**config.mk**
```make
export PLATFORM = sky130hd
export DESIGN_NAME = tsrb_front
export DESIGN_NICKNAME = d
export VERILOG_FILES = /design/src/tsrb_pkg.sv /design/src/tsrb_slot.sv /design/src/tsrb_front.sv
export SDC_FILE = /design/constraint.sdc
export NUM_CORES = 1
export LEC_CHECK = 0
export BUFFER_PORTS_ARGS = -buffer_cell sky130_fd_sc_hd__buf_2
export CORE_ASPECT_RATIO = 1.25
export CORE_UTILIZATION = 40
export DETAILED_ROUTE_END_ITERATION = 6
export SYNTH_ARGS = -nofsm -noshare
export SYNTH_HDL_FRONTEND = slang
export SYNTH_SLANG_ARGS = --single-unit
```
**constraint.sdc**
```tcl
create_clock -name clock -period 30.2 [get_ports clock]
set_clock_uncertainty 0.15 [all_clocks]
set_input_delay 3.02 -clock clock [delete_from_list [all_inputs] [get_ports clock]]
set_output_delay 3.02 -clock clock [all_outputs]
set_load 0.005 [all_outputs]
```
**src/tsrb_pkg.sv**
```systemverilog
`timescale 1ns / 1ps
package tsrb_pkg;

   localparam int TS_W   = 64;
   localparam int LEN_W  = 13;
   localparam int IDX_W  = 12;
   localparam int PART_W = 16;

   localparam logic [1:0] OP_WRITE     = 2'd0;
   localparam logic [1:0] OP_READ      = 2'd1;
   localparam logic [1:0] OP_SET_FIRST = 2'd2;

   localparam logic [2:0] ST_OK         = 3'd0;
   localparam logic [2:0] ST_WRITE_PAST = 3'd1;
   localparam logic [2:0] ST_OVERWRITE  = 3'd2;
   localparam logic [2:0] ST_READ_PAST  = 3'd3;
   localparam logic [2:0] ST_READ_AHEAD = 3'd4;
   localparam logic [2:0] ST_BAD_FIRST  = 3'd5;

   typedef enum logic [1:0] {
      KIND_NONE,
      KIND_WRITE,
      KIND_READ
   } kind_type;

   typedef struct packed {
      kind_type   kind;
      logic [2:0] status;
   } cmd_type;

endpackage

```
**src/tsrb_slot.sv**
```systemverilog
`timescale 1ns / 1ps
module tsrb_slot #(
   parameter int BUFFER_SAMPLES = 4096,
   parameter int SLOT_W         = 12
) (
   input  logic                       clock,
   input  logic                       reset,
   input  logic                       req,
   input  logic [tsrb_pkg::TS_W-1:0]  ts,
   input  logic [tsrb_pkg::IDX_W-1:0] idx,
   output logic                       ready,
   output logic [SLOT_W-1:0]          slot
);

   localparam int SUM_W  = ((SLOT_W > tsrb_pkg::IDX_W) ? SLOT_W : tsrb_pkg::IDX_W) + 1;
   localparam int FOLD_W = 27;
   localparam int PROD_W = 2 * FOLD_W;
   localparam int QUOT_W = 11;
   localparam int DIFF_W = 28;
   localparam logic [SUM_W-1:0]  N_SUM     = SUM_W'(BUFFER_SAMPLES);
   localparam logic [DIFF_W-1:0] N_DIFF    = DIFF_W'(BUFFER_SAMPLES);
   localparam logic [FOLD_W-1:0] RECIP     = FOLD_W'((64'd1 << FOLD_W) / 64'(BUFFER_SAMPLES));
   localparam logic              LAST_STEP = 1'b1;

   logic                      cache_valid_ff;
   logic [tsrb_pkg::TS_W-1:0] cache_ts_ff;
   logic [SLOT_W-1:0]         cache_base_ff;
   logic                      run_ff;
   logic                      cnt_ff;
   logic [FOLD_W-1:0]         fold_ff;
   logic [QUOT_W-1:0]         quot_ff;

   logic              hit;
   logic              start;
   logic [7:0][23:0]  part;
   logic [FOLD_W-1:0] fold_in;
   logic [PROD_W-1:0] quot_prod;
   logic [QUOT_W-1:0] quot_in;
   logic [DIFF_W-1:0] quot_mul;
   logic [DIFF_W-1:0] diff;
   logic [DIFF_W-1:0] rem_in;
   logic [SUM_W-1:0]  sum;
   logic [SUM_W-1:0]  sum_wrap;

   assign hit   = cache_valid_ff && (cache_ts_ff == ts);
   assign ready = req && hit;
   assign start = req && !hit && !run_ff;

   // Each timestamp byte is weighted by its power of 256 modulo the buffer size.
   for (genvar k = 0; k < 8; k++) begin : g_fold
      localparam logic [15:0] WEIGHT = 16'((64'd1 << (8 * k)) % 64'(BUFFER_SAMPLES));
      assign part[k] = 24'(ts[8*k +: 8]) * 24'(WEIGHT);
   end

   always_comb begin
      fold_in = '0;
      for (int k = 0; k < 8; k++) begin
         fold_in = fold_in + FOLD_W'(part[k]);
      end
   end

   // The reciprocal quotient is at most one short, so one compare and subtract ends it.
   assign quot_prod = PROD_W'(fold_ff) * PROD_W'(RECIP);
   assign quot_in   = quot_prod[FOLD_W +: QUOT_W];
   assign quot_mul  = DIFF_W'(quot_ff) * N_DIFF;
   assign diff      = DIFF_W'(fold_ff) - quot_mul;
   assign rem_in    = (diff >= N_DIFF) ? (diff - N_DIFF) : diff;

   assign sum      = SUM_W'(cache_base_ff) + SUM_W'(idx);
   assign sum_wrap = (sum >= N_SUM) ? (sum - N_SUM) : sum;
   assign slot     = sum_wrap[SLOT_W-1:0];

   always_ff @(posedge clock) begin
      if (reset) begin
         cache_valid_ff <= 1'b0;
         run_ff         <= 1'b0;
         cnt_ff         <= 1'b0;
      end else if (start) begin
         cache_valid_ff <= 1'b0;
         run_ff         <= 1'b1;
         cnt_ff         <= 1'b0;
      end else if (run_ff) begin
         cnt_ff <= cnt_ff + 1'b1;
         if (cnt_ff == LAST_STEP) begin
            run_ff         <= 1'b0;
            cache_valid_ff <= 1'b1;
         end
      end
   end

   always_ff @(posedge clock) begin
      if (start) begin
         cache_ts_ff <= ts;
         fold_ff     <= fold_in;
      end else if (run_ff) begin
         if (cnt_ff == LAST_STEP) begin
            cache_base_ff <= rem_in[SLOT_W-1:0];
         end else begin
            quot_ff <= quot_in;
         end
      end
   end

`ifndef SYNTHESIS
   a_done_fills_cache: assert property (@(posedge clock) disable iff (reset)
      run_ff && (cnt_ff == LAST_STEP) |=> cache_valid_ff && !run_ff)
      else $error("slot cache not filled at end of remainder pass");
`endif

endmodule

```
**src/tsrb_front.sv**
```systemverilog
`timescale 1ns / 1ps
module tsrb_front #(
   parameter int BUFFER_SAMPLES = 4096,
   parameter int SLOT_W         = 12,
   parameter int DATA_W         = 64
) (
   input  logic                       clock,
   input  logic                       reset,
   input  logic                       accept,
   input  logic [1:0]                 opcode,
   input  logic [tsrb_pkg::TS_W-1:0]  block_timestamp,
   input  logic [tsrb_pkg::LEN_W-1:0] block_length,
   input  logic [tsrb_pkg::IDX_W-1:0] sample_index,
   input  logic [DATA_W-1:0]          sample_data,
   input  logic                       queue_full,
   output logic                       busy,
   output logic                       push,
   output tsrb_pkg::cmd_type          push_cmd,
   output logic [SLOT_W-1:0]          push_slot,
   output logic [DATA_W-1:0]          push_data
);

   localparam logic [16:0] N_EXT = 17'(BUFFER_SAMPLES);
   localparam logic [tsrb_pkg::TS_W-1:0] N_TS = tsrb_pkg::TS_W'(BUFFER_SAMPLES);

   logic                       hold_valid_ff;
   logic [1:0]                 hold_op_ff;
   logic [tsrb_pkg::TS_W-1:0]  hold_ts_ff;
   logic [tsrb_pkg::LEN_W-1:0] hold_len_ff;
   logic [tsrb_pkg::IDX_W-1:0] hold_idx_ff;
   logic [DATA_W-1:0]          hold_data_ff;

   logic [tsrb_pkg::TS_W-1:0]  lw_ff;
   logic [tsrb_pkg::TS_W-1:0]  lr_ff;
   logic                       wr_acc_ff;
   logic                       rd_acc_ff;

   logic [tsrb_pkg::TS_W-1:0]  lw_in;
   logic [tsrb_pkg::TS_W-1:0]  lr_in;
   logic                       wr_acc_in;
   logic                       rd_acc_in;
   logic                       hold_valid_in;

   logic [tsrb_pkg::LEN_W-1:0] len_eff;
   logic                       in_range;
   logic                       first;
   logic                       last;
   logic [tsrb_pkg::TS_W-1:0]  end_ts;
   logic [tsrb_pkg::TS_W-1:0]  span;
   logic                       is_wr;
   logic                       is_rd;
   logic                       is_set;
   logic                       wr_past;
   logic                       wr_over;
   logic                       rd_past;
   logic                       rd_ahead;
   logic                       wr_go;
   logic                       rd_go;
   logic                       need_slot;
   logic                       slot_ready;
   logic [SLOT_W-1:0]          slot;
   logic                       complete;
   logic [2:0]                 status;

   tsrb_slot #(
      .BUFFER_SAMPLES(BUFFER_SAMPLES),
      .SLOT_W        (SLOT_W)
   ) u_slot (
      .clock(clock),
      .reset(reset),
      .req  (hold_valid_ff && need_slot),
      .ts   (hold_ts_ff),
      .idx  (hold_idx_ff),
      .ready(slot_ready),
      .slot (slot)
   );

   always_comb begin
      if (hold_len_ff == '0) begin
         len_eff = tsrb_pkg::LEN_W'(1);
      end else if (17'(hold_len_ff) > N_EXT) begin
         len_eff = N_EXT[tsrb_pkg::LEN_W-1:0];
      end else begin
         len_eff = hold_len_ff;
      end
   end

   assign in_range = tsrb_pkg::LEN_W'(hold_idx_ff) < len_eff;
   assign first    = (hold_idx_ff == '0);
   assign last     = tsrb_pkg::LEN_W'(hold_idx_ff) == (len_eff - tsrb_pkg::LEN_W'(1));
   assign end_ts   = hold_ts_ff + tsrb_pkg::TS_W'(len_eff) - tsrb_pkg::TS_W'(1);
   assign span     = hold_ts_ff + tsrb_pkg::TS_W'(len_eff) - lr_ff;

   assign is_wr  = (hold_op_ff == tsrb_pkg::OP_WRITE) && in_range;
   assign is_rd  = (hold_op_ff == tsrb_pkg::OP_READ) && in_range;
   assign is_set = (hold_op_ff == tsrb_pkg::OP_SET_FIRST);

   assign wr_past  = !(hold_ts_ff > lw_ff);
   assign wr_over  = span > N_TS;
   assign rd_past  = (hold_ts_ff != '0) && !(hold_ts_ff > lr_ff);
   assign rd_ahead = lw_ff < end_ts;

   assign wr_go = first ? (!wr_past && !wr_over) : wr_acc_ff;
   assign rd_go = first ? (!rd_past && !rd_ahead) : rd_acc_ff;

   assign need_slot = (is_wr && wr_go) || (is_rd && rd_go);
   assign complete  = hold_valid_ff && !queue_full && (!need_slot || slot_ready);
   assign busy      = hold_valid_ff && !complete;

   always_comb begin
      status    = tsrb_pkg::ST_OK;
      lw_in     = lw_ff;
      lr_in     = lr_ff;
      wr_acc_in = wr_acc_ff;
      rd_acc_in = rd_acc_ff;
      if (is_wr) begin
         if (first && wr_past) begin
            status = tsrb_pkg::ST_WRITE_PAST;
         end else if (first && wr_over) begin
            status = tsrb_pkg::ST_OVERWRITE;
         end
         wr_acc_in = last ? 1'b0 : wr_go;
         if (wr_go && last) begin
            lw_in = end_ts;
         end
      end else if (is_rd) begin
         if (first && rd_past) begin
            status = tsrb_pkg::ST_READ_PAST;
         end else if (first && rd_ahead) begin
            status = tsrb_pkg::ST_READ_AHEAD;
         end
         rd_acc_in = last ? 1'b0 : rd_go;
         if (rd_go && last) begin
            lr_in = end_ts;
         end
      end else if (is_set) begin
         if (lw_ff != '0) begin
            status = tsrb_pkg::ST_BAD_FIRST;
         end else if (hold_ts_ff != '0) begin
            if (lr_ff != '0) begin
               status = tsrb_pkg::ST_BAD_FIRST;
            end else begin
               lr_in = hold_ts_ff - tsrb_pkg::TS_W'(1);
            end
         end
      end
   end

   always_comb begin
      push_cmd.status = status;
      if (is_wr && wr_go) begin
         push_cmd.kind = tsrb_pkg::KIND_WRITE;
      end else if (is_rd && rd_go) begin
         push_cmd.kind = tsrb_pkg::KIND_READ;
      end else begin
         push_cmd.kind = tsrb_pkg::KIND_NONE;
      end
   end

   assign push      = complete;
   assign push_slot = slot;
   assign push_data = hold_data_ff;

   assign hold_valid_in = accept || (hold_valid_ff && !complete);

   always_ff @(posedge clock) begin
      if (reset) begin
         hold_valid_ff <= 1'b0;
         lw_ff         <= '0;
         lr_ff         <= '0;
         wr_acc_ff     <= 1'b0;
         rd_acc_ff     <= 1'b0;
      end else begin
         hold_valid_ff <= hold_valid_in;
         if (complete) begin
            lw_ff     <= lw_in;
            lr_ff     <= lr_in;
            wr_acc_ff <= wr_acc_in;
            rd_acc_ff <= rd_acc_in;
         end
      end
   end

   always_ff @(posedge clock) begin
      if (accept) begin
         hold_op_ff   <= opcode;
         hold_ts_ff   <= block_timestamp;
         hold_len_ff  <= block_length;
         hold_idx_ff  <= sample_index;
         hold_data_ff <= sample_data;
      end
   end

endmodule

```
==> results.yml <==
layout:
  syn_to_final_growth_pct: 11.9
  layout.cells.non_filler: 4569
  nNetsFinal: 4025
  layout-drive-gt1-share_pct: 12.3
cts:
  tritoncts: "done"
  cts-resized-gates: 0
  holdBufCountCts: 0
  post_cts_buffers: 0
  clockRootBuffer: "clkbuf_16"
  cts_num_sinks: 365
  path_clk_slew_ns: 0.07
  cts_buffers: 43
  insertion_delay_ns: 0.62
  cts_max_path_buffers: 3
  htree_levels: 2
synthesis:
  avgSynthCellArea_um2: 8.76
  syn_nets: 3860
  netlist_area_mm2: 0.0298
  synth_edf_count: 231
  synthFlopType: "edfxtp_1"
  yosysWarnings: 0
  synthDistinctLibCells: 110
  synth-async-reset-ratio_pct: 0
  ys_ff_latch: 365
  ys_seq_area_share_pct: 32.2
  synthCells: 3408
die:
  rows: 111
  die_width_um: 246
  dieArea_mm2: 0.0757
  core_area_mm2: 0.0736
  pin_count: 242
  die_h_um: 307
  start_util_pct: 40.5
detailed_routing:
  remaining_drc_errors: 0
  vias: 27400
  ant_nets: 0
  wl_um: 112000
  drtPass1Iterations: 5
  wl_per_cell_um: 24.5
  viasPerCell: 5.99
  drt_iter0_drc: 2128
  routed.top_layer: "met5"
  route.met2.wl_um: 54700
  wl_met3_um: 6790
  wl_met1_um: 43600
power:
  combPwrFrac_pct: 28.7
  p_sw_mw: 0.553
  seqPwrFrac_pct: 36.5
  ir_worst_vdd_uv: 54.5
  leakage_nw: 13.2
  p_sw_share_pct: 34.7
  clkPwrFrac_pct: 34.9
  power_density_mw_per_mm2: 47.7
  p_int_mw: 1.04
timing:
  fin_ws_ns: 17.37
  relSlewSlack_pct: 14.2
  max_freq_mhz: 78.0
  tns_ns: 0
  period_share_pct: 42.5
  worst_pin_slew_ns: 1.28
  rsz0062_at_grt: "false"
  slew_violations: 0
  finalSetupViolCount: 0
  finalCriticalPeriod_ns: 12.83
  holdWs_ns: 0.314
  timing_hold_violations_final: 0
setup_path:
  worst_setup_path_start_kind: "flip-flop"
  crit_type: "flip-flop to primary output"
  arrival_ns: 9.66
  reg2reg_to: "lr_ff[3]"
  r2r-start: "hold_len_ff[12]"
  r2r_setup_slack_ns: 19.58
  cp_max_fo: 11
  setup.worst_path.end_class: "primary output"
  critical_path_required_ns: 27.03
  ff2ff_path_depth: 31
place:
  io_buffers: 241
  gp_congestion: 1.02
  dp.cells: 4488
  place_ws_ns: 18.20
  hpwl_um: 88100
global_route:
  grt_pass1_vias: 26500
  grt_overflow: 0
  grt_usage_pct: 29.1
  antenna_found_initial: 4
  grt_max_degree: 77
  grt_pass1_wl_um: 166000
worst_hold_path:
  hp-start: "u_slot.cache_ts_ff[7]"
  min_path_cells: 0
  holdPathEnd: "u_slot.cache_base_ff[7]"
  hold_class: "flip-flop to flip-flop"
flow_run:
  max_cap_violations: 0
outcome:
  status: "complete, no violations"
[logic make-up after synthesis]
| group | count (synthesis) | synth area share, % |
|---|---|---|
| AND/OR/NAND/NOR | 1117 | 19.8 |
| adder cells (fa/ha/maj) | 295 | 12.4 |
| AO/OA/AOI/OAI | 841 | 18.8 |
| XOR/XNOR | 282 | 8.35 |
| flip-flops | 365 | 32.2 |
| buffers and inverters | 438 | 5.95 |
| multiplexers | 70 | 2.52 |
[final cells by class]
| type | count | area (um^2) |
|---|---|---|
| fill | 7343 | 40200 |
| multi-input combinational | 2605 | 18500 |
| tap | 960 | 1200 |
| clock buffer | 57 | 1160 |
| inverter | 267 | 1000 |
| timing repair buffer | 291 | 1590 |
| antenna | 1 | 2.50 |
| sequential | 365 | 9620 |
| clock inverter | 23 | 302 |
[cell usage in the layout (no fill, tap or decap), types with 14 or more instances in the layout]
cell type | synthesis | routed
edfxtp_1 | 231 | 231
a211oi_1 | 42 | 42
a31oi_1 | 25 | 25
a21o_1 | 130 | 130
and2_1 | 23 | 22
ha_1 | 290 | 290
xor2_1 | 96 | 96
nor3_1 | 112 | 112
buf_2 | 18 | 239
clkbuf_16 | 0 | 43
o21ai_0 | 130 | 130
nand2_1 | 253 | 252
xnor2_1 | 184 | 184
a21oi_1 | 232 | 231
nor4_1 | 98 | 97
or3_1 | 34 | 33
nor2b_1 | 37 | 37
mux2i_1 | 57 | 57
dfxtp_1 | 134 | 134
nand2b_1 | 46 | 46
or2_2 | 19 | 19
inv_1 | 265 | 265
o31ai_1 | 14 | 14
or4_1 | 18 | 18
o21bai_1 | 17 | 17
nand3_1 | 102 | 101
nor2_1 | 168 | 167
o21a_1 | 54 | 54
o211ai_1 | 41 | 41
buf_4 | 4 | 51
nand4_1 | 104 | 104
and3_1 | 34 | 34
[power groups by stage]
| stage | logic [mW] | registers [mW] | clock network, mW |
|---|---|---|---|
| global route | 0.493 | 0.583 | 0.582 |
| global placement | 0.448 | 0.591 | 0 |
| detailed placement | 0.446 | 0.591 | 0 |
| floorplan | 0.296 | 0.578 | 0 |
| CTS | 0.449 | 0.581 | 0.565 |
| finish | 0.457 | 0.581 | 0.555 |
[through the flow]
| step | util [%] | instance area, um^2 | power [mW] |
|---|---|---|---|
| 2_1_floorplan | - | 29800 | 0.874 |
| 3_3_place_gp | 43.4 | 31900 | 1.04 |
| 3_5_place_dp | 43.4 | 31900 | 1.04 |
| 4_1_cts | 45.3 | 33400 | 1.60 |
| 5_1_grt | 45.3 | 33400 | 1.66 |
| 6_report | 45.3 | 33400 | 1.59 |
[sequential cells by signal (all words and copies together), names as in the netlist, 2 cells and up]
signal                count
hold_idx_ff              12
u_slot.cache_ts_ff       64
hold_ts_ff               64
push_data                64
hold_op_ff                2
hold_len_ff              13
lw_ff                    64
u_slot.cache_base_ff     12
lr_ff                    64
[Yosys cell counts, types with 9 or more instances]
cell type	n	area, um^2
a211oi_1	42	315
nor2_1	168	631
buf_6	10	113
xnor2_1	184	1610
o21bai_1	17	128
and2_1	23	144
o31ai_1	14	105
and4_1	11	96.3
o211ai_1	41	308
or2_2	19	119
a21oi_1	232	1160
nand3_1	102	510
nand2b_1	46	288
nor2b_1	37	231
nand4_1	104	651
nand2_1	253	950
buf_2	18	90.1
nor4_1	98	613
xor2_1	96	841
a211o_1	13	114
or3_1	34	213
and3_1	34	213
clkbuf_1	129	484
mux2i_1	57	571
o2111ai_1	13	114
or4_1	18	135
o21a_1	54	405
o21ai_1	11	55.1
a221oi_1	9	78.8
mux2_4	9	135
a2111oi_0	14	123
o22ai_1	10	62.6
a21o_1	130	976
nor3b_1	9	67.6
ha_1	290	3630
a31oi_1	25	156
o21ai_0	130	651
nor3_1	112	561
edfxtp_1	231	6940
dfxtp_1	134	2680
inv_1	265	995
[critical path, cell delays in order (launching register included)]
cell and delay [ns]:
edfxtp_1 0.45, nor4_1 0.38, nand4_1 0.20, a21oi_1 0.40
ha_1 0.29, a211oi_1 0.12, nor3_2 0.56, o2111ai_1 0.41
a211oi_1 0.87, and3_1 0.28, xnor2_1 0.18, inv_1 0.13
ha_1 0.53, nand4_1 0.22, or2_2 0.37, o22ai_1 0.23
nor4_1 0.10, a221oi_1 0.33, nor4b_1 0.50, o2111ai_1 0.18
a2111oi_0 0.36, and4_1 0.32, nand4_1 0.13, nor4_1 1.10
nor2_1 0.21, inv_1 0.10, buf_2 0.11
[worst max path at each step]
stage	start	end	slack [ns]
after global placement	hold_len_ff[12]	busy	18.18
final	hold_len_ff[2]	push_cmd[3]	17.37
after CTS	hold_len_ff[2]	push_cmd[3]	17.52
after detailed placement	hold_len_ff[2]	push_cmd[3]	18.20
after global routing	hold_len_ff[2]	push_cmd[3]	16.77
after floorplan	hold_len_ff[2]	u_slot.cache_ts_ff[0]	19.71
[layer usage]
metal | vias to the layer above | global-route usage, %
met2 | 1027 | 50.8
met1 | 13100 | 33.9
li1 | 12900 | -
met3 | 312 | 4.37
met5 | - | 0
met4 | 8 | 15.9
Power figures use the tool's default switching activity.
