$ cat config.mk
export PLATFORM = sky130hd
export DESIGN_NAME = tsrb_queue
export DESIGN_NICKNAME = d
export VERILOG_FILES = /design/src/tsrb_queue.sv
export SDC_FILE = /design/constraint.sdc
export NUM_CORES = 1
export LEC_CHECK = 0
export BUFFER_PORTS_ARGS = -buffer_cell sky130_fd_sc_hd__clkbuf_2
export CAP_MARGIN = 15
export CORE_ASPECT_RATIO = 0.5
export CORE_MARGIN = 2
export CORE_UTILIZATION = 61
export DETAILED_ROUTE_END_ITERATION = 16
export GPL_TIMING_DRIVEN = 0
export PLACE_DENSITY = 0.84
export SLEW_MARGIN = 0
export SYNTH_ARGS = -nofsm -noshare
export SYNTH_HDL_FRONTEND = slang
export SYNTH_SLANG_ARGS = --single-unit
$ cat constraint.sdc
create_clock -name clock -period 6.9 [get_ports clock]
set_input_delay 1.38 -clock clock [delete_from_list [all_inputs] [get_ports clock]]
set_output_delay 1.38 -clock clock [all_outputs]
set_load 0.01 [all_outputs]
$ cat src/tsrb_queue.sv
`timescale 1ns / 1ps
module tsrb_queue #(
   parameter int WIDTH = 64,
   parameter int DEPTH = 4
) (
   input  logic             clock,
   input  logic             reset,
   input  logic             push,
   input  logic [WIDTH-1:0] push_data,
   input  logic             pop,
   output logic             full,
   output logic             head_valid,
   output logic [WIDTH-1:0] head_data
);

   localparam int AW = $clog2(DEPTH);
   localparam int CW = $clog2(DEPTH + 1);

   logic [WIDTH-1:0] entries_ff [DEPTH];
   logic [AW-1:0]    wr_ptr_ff;
   logic [AW-1:0]    rd_ptr_ff;
   logic [CW-1:0]    count_ff;

   assign full       = (count_ff == CW'(DEPTH));
   assign head_valid = (count_ff != '0);
   assign head_data  = entries_ff[rd_ptr_ff];

   always_ff @(posedge clock) begin
      if (reset) begin
         wr_ptr_ff <= '0;
         rd_ptr_ff <= '0;
         count_ff  <= '0;
      end else begin
         if (push) begin
            wr_ptr_ff <= (wr_ptr_ff == AW'(DEPTH - 1)) ? '0 : wr_ptr_ff + AW'(1);
         end
         if (pop) begin
            rd_ptr_ff <= (rd_ptr_ff == AW'(DEPTH - 1)) ? '0 : rd_ptr_ff + AW'(1);
         end
         if (push && !pop) begin
            count_ff <= count_ff + CW'(1);
         end else if (pop && !push) begin
            count_ff <= count_ff - CW'(1);
         end
      end
   end

   always_ff @(posedge clock) begin
      if (push) begin
         entries_ff[wr_ptr_ff] <= push_data;
      end
   end

`ifndef SYNTHESIS
   a_no_overflow: assert property (@(posedge clock) disable iff (reset)
      push |-> !full || pop)
      else $error("item pushed into a full queue");
`endif

endmodule

==> run summary, run 1 <==
The number of antenna cells inserted is 0. The area growth from synthesis to layout came out at 17.8%. The mapped cell area came out at 9750 um^2. The clock period minus final worst setup slack is about 3.3 ns. The count of buffers from port buffering is 133.

The total wire length after detailed routing came out at 16700 um. By area the synthesized netlist is led by sky130_fd_sc_hd__edfxtp_1, sky130_fd_sc_hd__mux4_2, sky130_fd_sc_hd__dfxtp_1. In this run, the clock network consumes 35.9% of the power. The endpoint required time on the critical path is 5.52 ns. The die footprint came out at around 17000 um^2.

In this run the static leakage power is between 3 and 4 nW. The detail-routed via count per cell came out at 5.77. Counting flops with a built-in enable in the synthesized netlist gives between 200 and 300. At the later pin of the worst-skew pair, clock insertion delay measures 0.51 ns. The H-tree depth reported by CTS is 1.

Setup slack on the worst reg-to-reg path comes out at a little over 5 ns. The clock sink total came out at approximately 270. For this run, the total global-route usage over all layers was measured as 20.3%. The sequential group share of total power is between 50% and 60%. In the final timing run, aggregate negative setup slack is 0 ns. The data arrival at the endpoint of the critical path is 1.92 ns.

In this run the worst hold path is classified as register to register. The total number of nets in the final design came out at 614. Summed over all nets, the switching power comes to 0.717 mW. The internal power contribution came out at 2.67 mW. The worst path setup slack after routing came out at 3.60 ns.

The initial utilization of the core area, before any placement, comes to between 60% and 70%. The buffer count from post-CTS setup fixing is 0. Setup violations remaining at the end of the flow were counted as 0. The DRC marker count from the first detailed-route iteration is between 300 and 400. The worst setup path is of the register to output pin kind.

The leading area contributor after synthesis is sky130_fd_sc_hd__edfxtp_1. Counting the buffers created by CTS gives 22. The minimum setup slack after placement came out at 4.01 ns. The most common cell in the synthesized netlist is sky130_fd_sc_hd__edfxtp_1. The y dimension of the die is about 93 um. The placed cell count is 719. The maximum fanout encountered on the critical timing path came out at 10. The average instance in the mapped netlist occupies 25.8 um^2.

The count of hold-fix buffers inserted at cts came out at 0. Max-cap violations in this run came to 0. Yosys printed 0 warnings.

The number of optimization iterations in the first detailed-route pass came out at 4. The estimated wirelength of the detail-placed design is 10500 um. The startpoint of the worst-slack reg-to-reg timing path is wr_ptr_ff[0]. 134 I/O pins were placed.

The hold violation total from the final report came out at 0. The library cell used as clock root buffer is sky130_fd_sc_hd__clkbuf_16. The endpoint identified for the worst register-to-register timing path is entries_ff[0][31]. The clock transition time at the flip-flop clock pins of the worst setup and hold paths is ~0.070 ns. The distinct cell type count after synthesis is 19. The core area came out at about 16000 um^2. The clock tree from TritonCTS is yes. The largest net degree at the start of global routing came out at 60. The part of the total power dissipated in combinational logic came out at a little under a tenth. The worst setup path is launched from a register. The total global routing overflow came out at 0.

The dominant synthesized flop cell is sky130_fd_sc_hd__edfxtp_1. The worst path uses between 40% and 50% of the clock period. The run finished with clean final reports. The number of instances resized during post-cts repair is 0. The wire length of the first global-routing pass came out at 25700 um. The async set or reset register ratio after synthesis is 0%. The beginning of the worst hold path is count_ff[2].

The row count came out at 32. The width of the die came out at 183 um. The path with the worst hold slack has its endpoint at count_ff[2]. The worst hold path passes through 2 cells. The deepest clock path buffer count is 3.

The last weighted congestion value of the routability-driven placer is between 0.7 and 0.8. The number of antenna violations at the first check in global routing is 0. Once detail routing completed, the nets flagged for antenna violations numbered 0. Of the total power, the share spent switching nets is 21.1%.

The number of vias after detailed routing is 4379. The length in cells of the worst reg-to-reg path came out at 4. After synthesis, flip-flops and latches occupy roughly four fifths of the total area. For this design the ratio of total power to cell area is 295 nW/um^2.

The final standard cell count with taps included and fillers excluded is 759. Setup repair after global routing left no endpoint under its margin. By count the netlist is led by sky130_fd_sc_hd__edfxtp_1, sky130_fd_sc_hd__mux4_2, sky130_fd_sc_hd__dfxtp_1. The synthesized flop and latch total came out at 265.

The area fraction of the dominant cell type after synthesis is 78.8%. The final core utilization came out at 73.9%. The maximum achievable frequency is 303 MHz. The worst clock skew is 0.0185 ns. The worst relative slew slack came out at 68.5%. The final routed wire length divided by cell count is 22.0 um. The transition time of the tightest slew-check pin is approximately 0.47 ns. The final max-slew violation count came to 0.

The via count of the first global-routing pass is 4631. In the routed design, unresolved DRC markers number 0. Counting every instance in the synthesized netlist gives 378. The share of final-layout standard cells stronger than drive strength 1 is 44.9%. The number of nets in the synthesized netlist came out at 453.

The worst setup path is captured at an output pin. Across the VDD grid, the largest voltage drop is roughly 160 uV.
## critical path, stage by stage (launching register included)
cell	delay, ns
sky130_fd_sc_hd__dfxtp_1	0.33
sky130_fd_sc_hd__buf_6	0.22
sky130_fd_sc_hd__buf_12	0.18
sky130_fd_sc_hd__mux4_2	0.53
sky130_fd_sc_hd__clkbuf_2	0.15
## through the flow
stage | power (mW) | hold WS, ns | instance area [um^2]
after floorplan | 2.08 | 0.455 | 9750
after global placement | 2.20 | 0.476 | 10700
after detailed placement | 2.21 | 0.508 | 10800
after CTS | 3.42 | 0.519 | 11500
after global routing | 3.51 | 0.562 | 11500
final | 3.39 | 0.518 | 11500
## cell type report
class / instances / area, um^2
well taps: 204 / 255
fillers: 881 / 4050
multi-input cells: 95 / 1710
inverters: 4 / 15.0
clock buffers: 26 / 587
flip-flops and latches: 265 / 7870
clock inverters: 14 / 123
plain buffers: 14 / 166
repair buffers: 137 / 761
## how the worst max path moves through the flow
stage / from / end / cells past startpoint
2_1_floorplan: push / entries_ff[0][0] / 1
3_5_place_dp: push / count_ff[2] / 7
4_1_cts: register / head_data[12] / 4
3_3_place_gp: push / entries_ff[3][7] / 2
5_1_grt: register / head_data[50] / 4
6_report: register / head_data[25] / 4
## cells in the final DEF, fill, tap and decap left out, types with 3 or more instances in the layout
cell type	instances
sky130_fd_sc_hd__clkbuf_2	134
sky130_fd_sc_hd__dfxtp_1	9
sky130_fd_sc_hd__mux2i_1	4
sky130_fd_sc_hd__ha_1	6
sky130_fd_sc_hd__and2_4	4
sky130_fd_sc_hd__clkinv_2	7
sky130_fd_sc_hd__edfxtp_1	256
sky130_fd_sc_hd__buf_12	8
sky130_fd_sc_hd__nor2_1	7
sky130_fd_sc_hd__inv_1	4
sky130_fd_sc_hd__clkinv_1	3
sky130_fd_sc_hd__mux4_1	4
sky130_fd_sc_hd__buf_2	6
sky130_fd_sc_hd__clkbuf_16	23
sky130_fd_sc_hd__clkbuf_1	3
sky130_fd_sc_hd__mux4_2	60
## power groups by stage
stage	clock network, mW	logic, mW	registers, mW
floorplan	0	0.185	1.89
global route	1.30	0.338	1.87
CTS	1.24	0.319	1.86
detailed placement	0	0.318	1.90
global placement	0	0.301	1.90
finish	1.22	0.313	1.86
## layer usage
metal / vias to the layer above / global-route usage (%) / routed length [um] / share of wire (%)
li1: 1954 / - / - / -
met1: 2268 / 26.9 / 6880 / 41
met2: 124 / 34.5 / 8490 / 51
met3: 33 / 4.75 / 915 / 5.5
met4: 0 / 6.00 / 423 / 2.5
met5: - / 0 / 0 / 0
## state kept, by name (all words and copies together), names as in the netlist, named ones only
signal	cells
count_ff	3
rd_ptr_ff	2
wr_ptr_ff	2
entries_ff	256
## logic make-up after synthesis
kind of cell | after synthesis | share of synthesized area, %
multiplexers | 68 | 15.3
adder cells (fa/ha/maj) | 7 | 0.975
buffers and inverters | 18 | 1.86
AND/OR/NAND/NOR | 15 | 0.808
AO/OA/AOI/OAI | 3 | 0.154
XOR/XNOR | 2 | 0.180
flip-flops | 265 | 80.7
No activity file was read; power rests on OpenSTA's default activity.
==> inputs of run 2 (changes only) <==
CORE_UTILIZATION = 57   (was 61)
PLACE_DENSITY = 0.79   (was 0.84)
clock period = 3.3 ns   (was 6.9 ns; I/O delays follow)
==> run 2 against run 1 <==
  * Sequential power up 110%
  * Non-clock buffer count did not move
  * Routed wire length shrank 1.4%
  * Via count fell by 1.1%
  * First-iteration DRC count is 8.7% lower
  * Critical path type unchanged
  * Critical endpoint is now head_data[18]
==> run summary, run 2 (synthesis results as in run 1) <==
The estimated wirelength of the detail-placed design came out at about 10000 um. The analysis attributes to cell leakage a power of 3.98 nW. The number of buffers added by the clock tree synthesis step is 23. The clock period minus final worst setup slack is 2.61 ns. The placed cell count is between 700 and 800.

The count of buffers from port buffering came out at 133. Setup violations remaining at the end of the flow were counted as 0. In this run the power density over the cells is 619 nW/um^2.

The DRC marker count from the first detailed-route iteration is 285. Detailed routing placed a total of between 8000 and 9000 um of wire on met2. The clock latency on the worst-skew pair came out at 0.50 ns. Global routing finished with a remaining overflow of 0. STA classifies the critical path startpoint as a register. Dividing the final minimum period by the clock period gives 79.2%. The core area came out at 16600 um^2. The largest registers in the layout are entries_ff (256), count_ff (3). The die covers 18200 um^2. The number of antenna violations at the first check in global routing came out at 0. Across every metal layer, demand over resource in global routing totals 18.1%.

The kind of end point of the critical path is an output pin. The count of nets left with antenna violations once routing finished came out at 0. The floorplan step set the die width to 189 um. The number of gates resized after CTS was 0. The clock transition time at the flip-flop clock pins of the worst setup and hold paths is approximately 0.070 ns. The H-tree depth reported by CTS came out at 1. Summed over all failing endpoints, the final setup total negative slack is 0 ns. The register with the most flip-flops in the layout has 256 of them.

The worst relative slew slack came out at 61.2%. The starting density of the core is between 50% and 60%. The number of antenna diodes in the final layout is 0. For this run, the detailed router's first-pass iteration total came to 4. The y dimension of the die is 96.5 um. The final routed wire length divided by cell count is 21.0 um. The endpoint required time on the critical path is 2.64 ns. Across the VDD grid, the largest voltage drop is 493 uV. Leaving out fill and tap cells, the most frequent cells in the layout are sky130_fd_sc_hd__edfxtp_1, sky130_fd_sc_hd__clkbuf_2, sky130_fd_sc_hd__mux4_2.

The total number of nets in the final design is 615. The run finished with clean final reports. Setup repair after global routing left no endpoint under its margin. The tool flagged a number of max-cap violations equal to 0. For the pin with the worst max-slew slack, the measured transition is a little under 0.6 ns. Total power for the finished layout comes to 7.14 mW. The first global-routing pass estimated 24400 um of wire. The post-route cell area is 11500 um^2. In this run the count of I/O pins placed on the die edge is 134. The cell sitting at the root of the clock tree is a sky130_fd_sc_hd__clkbuf_16. The critical path in this run is classified as register to output pin. The maximum fanout encountered on the critical timing path came out at 10. The clock net in this run drives a total of 265 sinks.

The data arrival at the endpoint of the critical path came out at 1.95 ns. Counting along the longest clock path gives a buffer depth of 3. For this run, the top clock speed supported by timing is approximately 380 MHz. The detailed-routed wire length on met3 is 801 um. For this block, wires on met1 add up to 7020 um. The total placed instance area came out at ~11000 um^2. The via count of the first global-routing pass was 4455.

For this design, the CTS-stage hold fixing added 0 buffers. The largest net degree at the start of global routing is 50. The row count is 33. Leaving out fill and tap cells, the most frequent cell in the layout is sky130_fd_sc_hd__edfxtp_1. The hold violation total from the final report was 0.

The minimum hold slack came out at about 0.37 ns. The number of setup buffers added after CTS is 0. Of the cells placed in the final design, the portion with a size suffix greater than 1 is ~45%. Across all layers, the routed design uses roughly 4300 vias. After detailed routing, the number of remaining DRC violations is 0.

The final standard cell count with taps included and fillers excluded came out at 784. Compared with the post-synthesis result, the final layout area differs by 18.3%. The worst hold path belongs to the class input pin to register. The register with the most flip-flops is entries_ff. The total wire length after detailed routing came out at 16500 um. The final max-slew violation count is 0. The clock tree from TritonCTS is yes.

In the routed layout, each cell is associated on average with a via count of ~5.5. At the end of routability-driven placement, the weighted congestion stood at 0.672. The top layer reached by signal wires is met4. The worst clock skew is ~0.012 ns.
run 2: cell types whose count changed in the layout (fill, tap and decap cells not counted):
cell	change
sky130_fd_sc_hd__buf_16	+1
sky130_fd_sc_hd__clkbuf_1	+1
sky130_fd_sc_hd__inv_8	+1
sky130_fd_sc_hd__buf_12	-1
sky130_fd_sc_hd__inv_6	+1
sky130_fd_sc_hd__clkinv_2	-2
sky130_fd_sc_hd__clkinv_1	+1
run 2: per-layer routing:
layer,GRT usage (%),vias up
met5,0,-
met4,4.10,0
met3,3.61,21
met2,31.5,97
met1,24.4,2258
li1,-,1955
run 2: metrics by stage:
step / worst slack [ns] / util [%]
finish: 0.686 / 69.7
global route: 0.601 / 69.7
CTS: 0.652 / 69.7
detailed placement: 1.13 / 65.3
global placement: -0.623 / 64.6
floorplan: 0.705 / -
run 2: final timing paths:
kind                                     from           endpoint  slack, ns  depth (start not counted)
worst max register to register   wr_ptr_ff[0]  entries_ff[3][45]       1.52                          3
worst max-delay path                 register      head_data[18]       0.69                          4
worst min register to register    count_ff[2]        count_ff[2]       0.52                          2
worst min-delay path            push_data[22]  entries_ff[2][22]       0.37                          1
run 2: worst max-delay path: stages (launching register included):
cell and delay, ns:
sky130_fd_sc_hd__dfxtp_1 0.31, sky130_fd_sc_hd__clkbuf_2 0.27, sky130_fd_sc_hd__buf_2 0.34, sky130_fd_sc_hd__mux4_2 0.38
sky130_fd_sc_hd__clkbuf_2 0.15
run 2: layout make-up:
type	count	area, um^2
buffer	14	166
clock buffer	27	591
clock inverter	15	136
fill	991	5020
inverter	4	15.0
multi-input combinational	95	1710
sequential	265	7870
tap	227	284
timing repair buffer	137	768
run 2: power by group:
group / switching [mW] / leakage, nW / internal (mW)
clock network: 1.14 / 0.357 / 1.45
logic: 0.346 / 1.20 / 0.310
registers: 0.0390 / 2.43 / 3.85
total: 1.53 / 3.98 / 5.61
==> inputs of run 3 (changes only) <==
CORE_UTILIZATION = 51   (was 57)
PLACE_DENSITY = 0.75   (was 0.79)
clock period = 2.4 ns   (was 3.3 ns; I/O delays follow)
==> run 3 against run 2 <==
  * Count of clock-buffer cells in the layout increased by 4
  * Final cell count grew 4.1%
  * Power is 37% higher
  * Clock skew up 0.0046 ns
  * Sequential cell count unchanged
  * Via count shrank 0.60%
  * Sequential share of layout area down 0.41 points
  * Register-to-register slack worse by 0.90 ns
  * Largest power group unchanged
==> run summary, run 3 (synthesis results as in run 1) <==
Static timing analysis puts the maximum clock frequency at about 430 MHz. The leakage power came out at between 3 and 4 nW. In the global route stage, met3 resource usage came out at under 10%. Across the routed clock network, the largest skew measured is 0.0161 ns. The final max-slew violation count is 0. The detail route stage leaves a number of antenna-violating nets equal to 0. The number of maximum-capacitance violations came out at 0.

The library cell used as clock root buffer is sky130_fd_sc_hd__clkbuf_16. The hold violation total from the final report came out at 0. Headroom to the max-slew limit came out at a little over three fifths.

The total global routing overflow came out at 0. The clock tree from TritonCTS is yes. For this block, the initial DRC count from the detailed router was 204.

The minimum hold slack is between 0.15 and 0.2 ns. After clock tree synthesis, the clock-pin slew on the worst setup and hold paths is 0.07 ns. The multi-input combinational cells in the finished layout cover a total of between 1500 and 2000 um^2. The setup slack on the worst flop-to-flop path came out at 0.62 ns.

The total wire length after detailed routing is 16500 um. The critical path goes through buf_12 > buf_12 > mux4_2 > clkbuf_2. The count of fill cells added during filler insertion came out at 1322. Summing over every cut layer, the via total after detailed routing is about 4300. The endpoint required time on the critical path is between 1.5 and 2 ns.

The clock sink total is 265. The minimum setup slack after placement is 0.400 ns. The data arrival at the endpoint of the critical path came out at 1.86 ns. The areal power density over the cells came out at 843 nW/um^2. The count of buffers from port buffering came out at 133. The y dimension of the die came out at about 100 um. The count of hold-fix buffers inserted at cts is 0.

The congestion estimate from routability-driven global placement came to 0.663. Leaving out fill and tap cells, the most frequent cells in the layout are sky130_fd_sc_hd__edfxtp_1, sky130_fd_sc_hd__clkbuf_2, sky130_fd_sc_hd__mux4_2. The final worst-path cycle share is 97.4%. The transition time of the tightest slew-check pin is 0.555 ns. The library cell used most frequently in the layout, excluding fill and tap cells, is sky130_fd_sc_hd__edfxtp_1.

Before antenna repair, the detailed router went through 4 iterations. Setup repair after global routing could not meet its margin everywhere. The total number of nets in the final design is 618. The width of the die came out at around 200 um. The critical path buffer and inverter count is 3.

The clock latency on the worst-skew pair came out at 0.51 ns. The worst setup path is of the register to output pin kind. Entering global routing, the biggest net connects 56 pins. The largest single stage delay on the critical path is 0.52 ns. The final routed wire length divided by cell count is 20.2 um. The final number of setup-violating endpoints came out at 0. The flow ran to the end, and the final reports show no timing, DRC or antenna violations.

The flip-flop and latch area came out at roughly 8000 um^2. From synthesis to final layout, the design area changed by 19.1%. The worst setup path is launched from a register. The core area is 18600 um^2.

The floorplan step defined a die boundary enclosing 20300 um^2. The global-route track usage on met1 came out at a little under a quarter. The H-tree depth reported by CTS came out at 1. The clock period minus final worst setup slack came out at 2.34 ns.

The detail-routed via count per cell came out at 5.28. The path class of the tightest hold or removal check is input pin to register. STA classifies the critical path endpoint as an output pin. met2 is the most crowded layer. The endpoint identified for the worst register-to-register timing path is entries_ff[3][1]. The number of antenna cells inserted is 0. The wire length of the first global-routing pass is 24500 um. The met2 global-route usage came out at around a quarter. The estimated wirelength of the detail-placed design is between 9000 and 10000 um. The number of stages on the worst setup path came out at 4.

The share of final-layout standard cells stronger than drive strength 1 is 44.9%. The starting density of the core is a little over half. The largest registers in the layout are entries_ff (256), count_ff (3). The count of boundary I/O pins is 134. Measured in cells, the most critical reg-to-reg path has a length of 3. The final core utilization came out at 62.6%. The slowest stage of the critical path belongs to the cell sky130_fd_sc_hd__mux4_2.

The flip-flop count of the largest register, all copies and words added came out at 256. The accumulated negative setup slack is 0 ns. Global routing used 16.4% of the available tracks across all layers.

More flip-flops sit in one register than any other, and that register is entries_ff. The number of antenna violations at the first check in global routing came to 0. The final routed DRC violation total is 0. The most prevalent standard cell on the critical path is sky130_fd_sc_hd__buf_12. The worst path setup slack after routing is 0.0630 ns.

The via count of the first global-routing pass came out at between 4000 and 5000. The peak ir drop on the vdd network came out at 503 uV. The initialized floorplan defines 35 standard-cell rows. The deepest clock path buffer count is 3. The worst register-to-register path begins at wr_ptr_ff[0]. Broken down by cell family, the worst path's largest delay share belongs to multiplexers. The number of buffers added by the clock tree synthesis step is 23. In this run the worst setup path terminates at head_data[24]. In this run the worst path has a maximum fanout of 10.
## run 3: final cells by class
cell class                 instances  share of cell area (%)
timing repair buffer             140                    6.83
buffer                            14                    1.66
tap                              259                    2.79
clock buffer                      31                    5.30
multi-input combinational         95                    14.7
clock inverter                     8                   0.786
sequential                       265                    67.8
inverter                           4                   0.129
## run 3: worst min-delay path by stage
stage                             start           endpoint  slack [ns]  cells after the start
after global placement      count_ff[2]        count_ff[2]        0.48                      2
after floorplan             count_ff[2]        count_ff[2]        0.46                      2
final                     push_data[26]  entries_ff[3][26]        0.19                      1
after global routing       push_data[6]   entries_ff[1][6]        0.18                      1
after CTS                 push_data[57]  entries_ff[3][57]        0.17                      1
after detailed placement    count_ff[2]        count_ff[2]        0.50                      2
## run 3: worst register-to-register path: stages (launching register included)
cell	delay [ns]
sky130_fd_sc_hd__dfxtp_1	0.41
sky130_fd_sc_hd__ha_1	0.20
sky130_fd_sc_hd__and2_4	0.50
sky130_fd_sc_hd__buf_12	0.29
## run 3: repair_timing
| action | CTS | global route |
|---|---|---|
| setup buffers | 0 | 2 |
| pin swaps | 0 | 0 |
| resized for setup | 8 | 4 |
| hold endpoints to repair | 0 | 0 |
| cloned | 0 | 1 |
| endpoints found under the setup margin | 53 | 36 |
## run 3: where the power goes
group          switching (mW)  total (mW)  leakage [nW]  internal (mW)
logic                   0.474       0.914          1.22          0.440
clock network            1.52        3.53         0.345           2.01
registers              0.0528        5.35          2.43           5.29
total                    2.04        9.79          3.99           7.74
## run 3: routing by layer
metal / routed length, um / share of wire, %
met1: 7420 / 45
met2: 8000 / 49
met3: 778 / 4.7
met4: 278 / 1.7
met5: 0 / 0
## run 3: per-stage QoR
step	cell area, um^2	cells	power [mW]
after global placement	10700	770	6.32
after global routing	11600	816	10.2
after CTS	11600	813	9.88
after detailed placement	10800	774	6.37
after floorplan	9760	378	5.97
final	11600	816	9.79
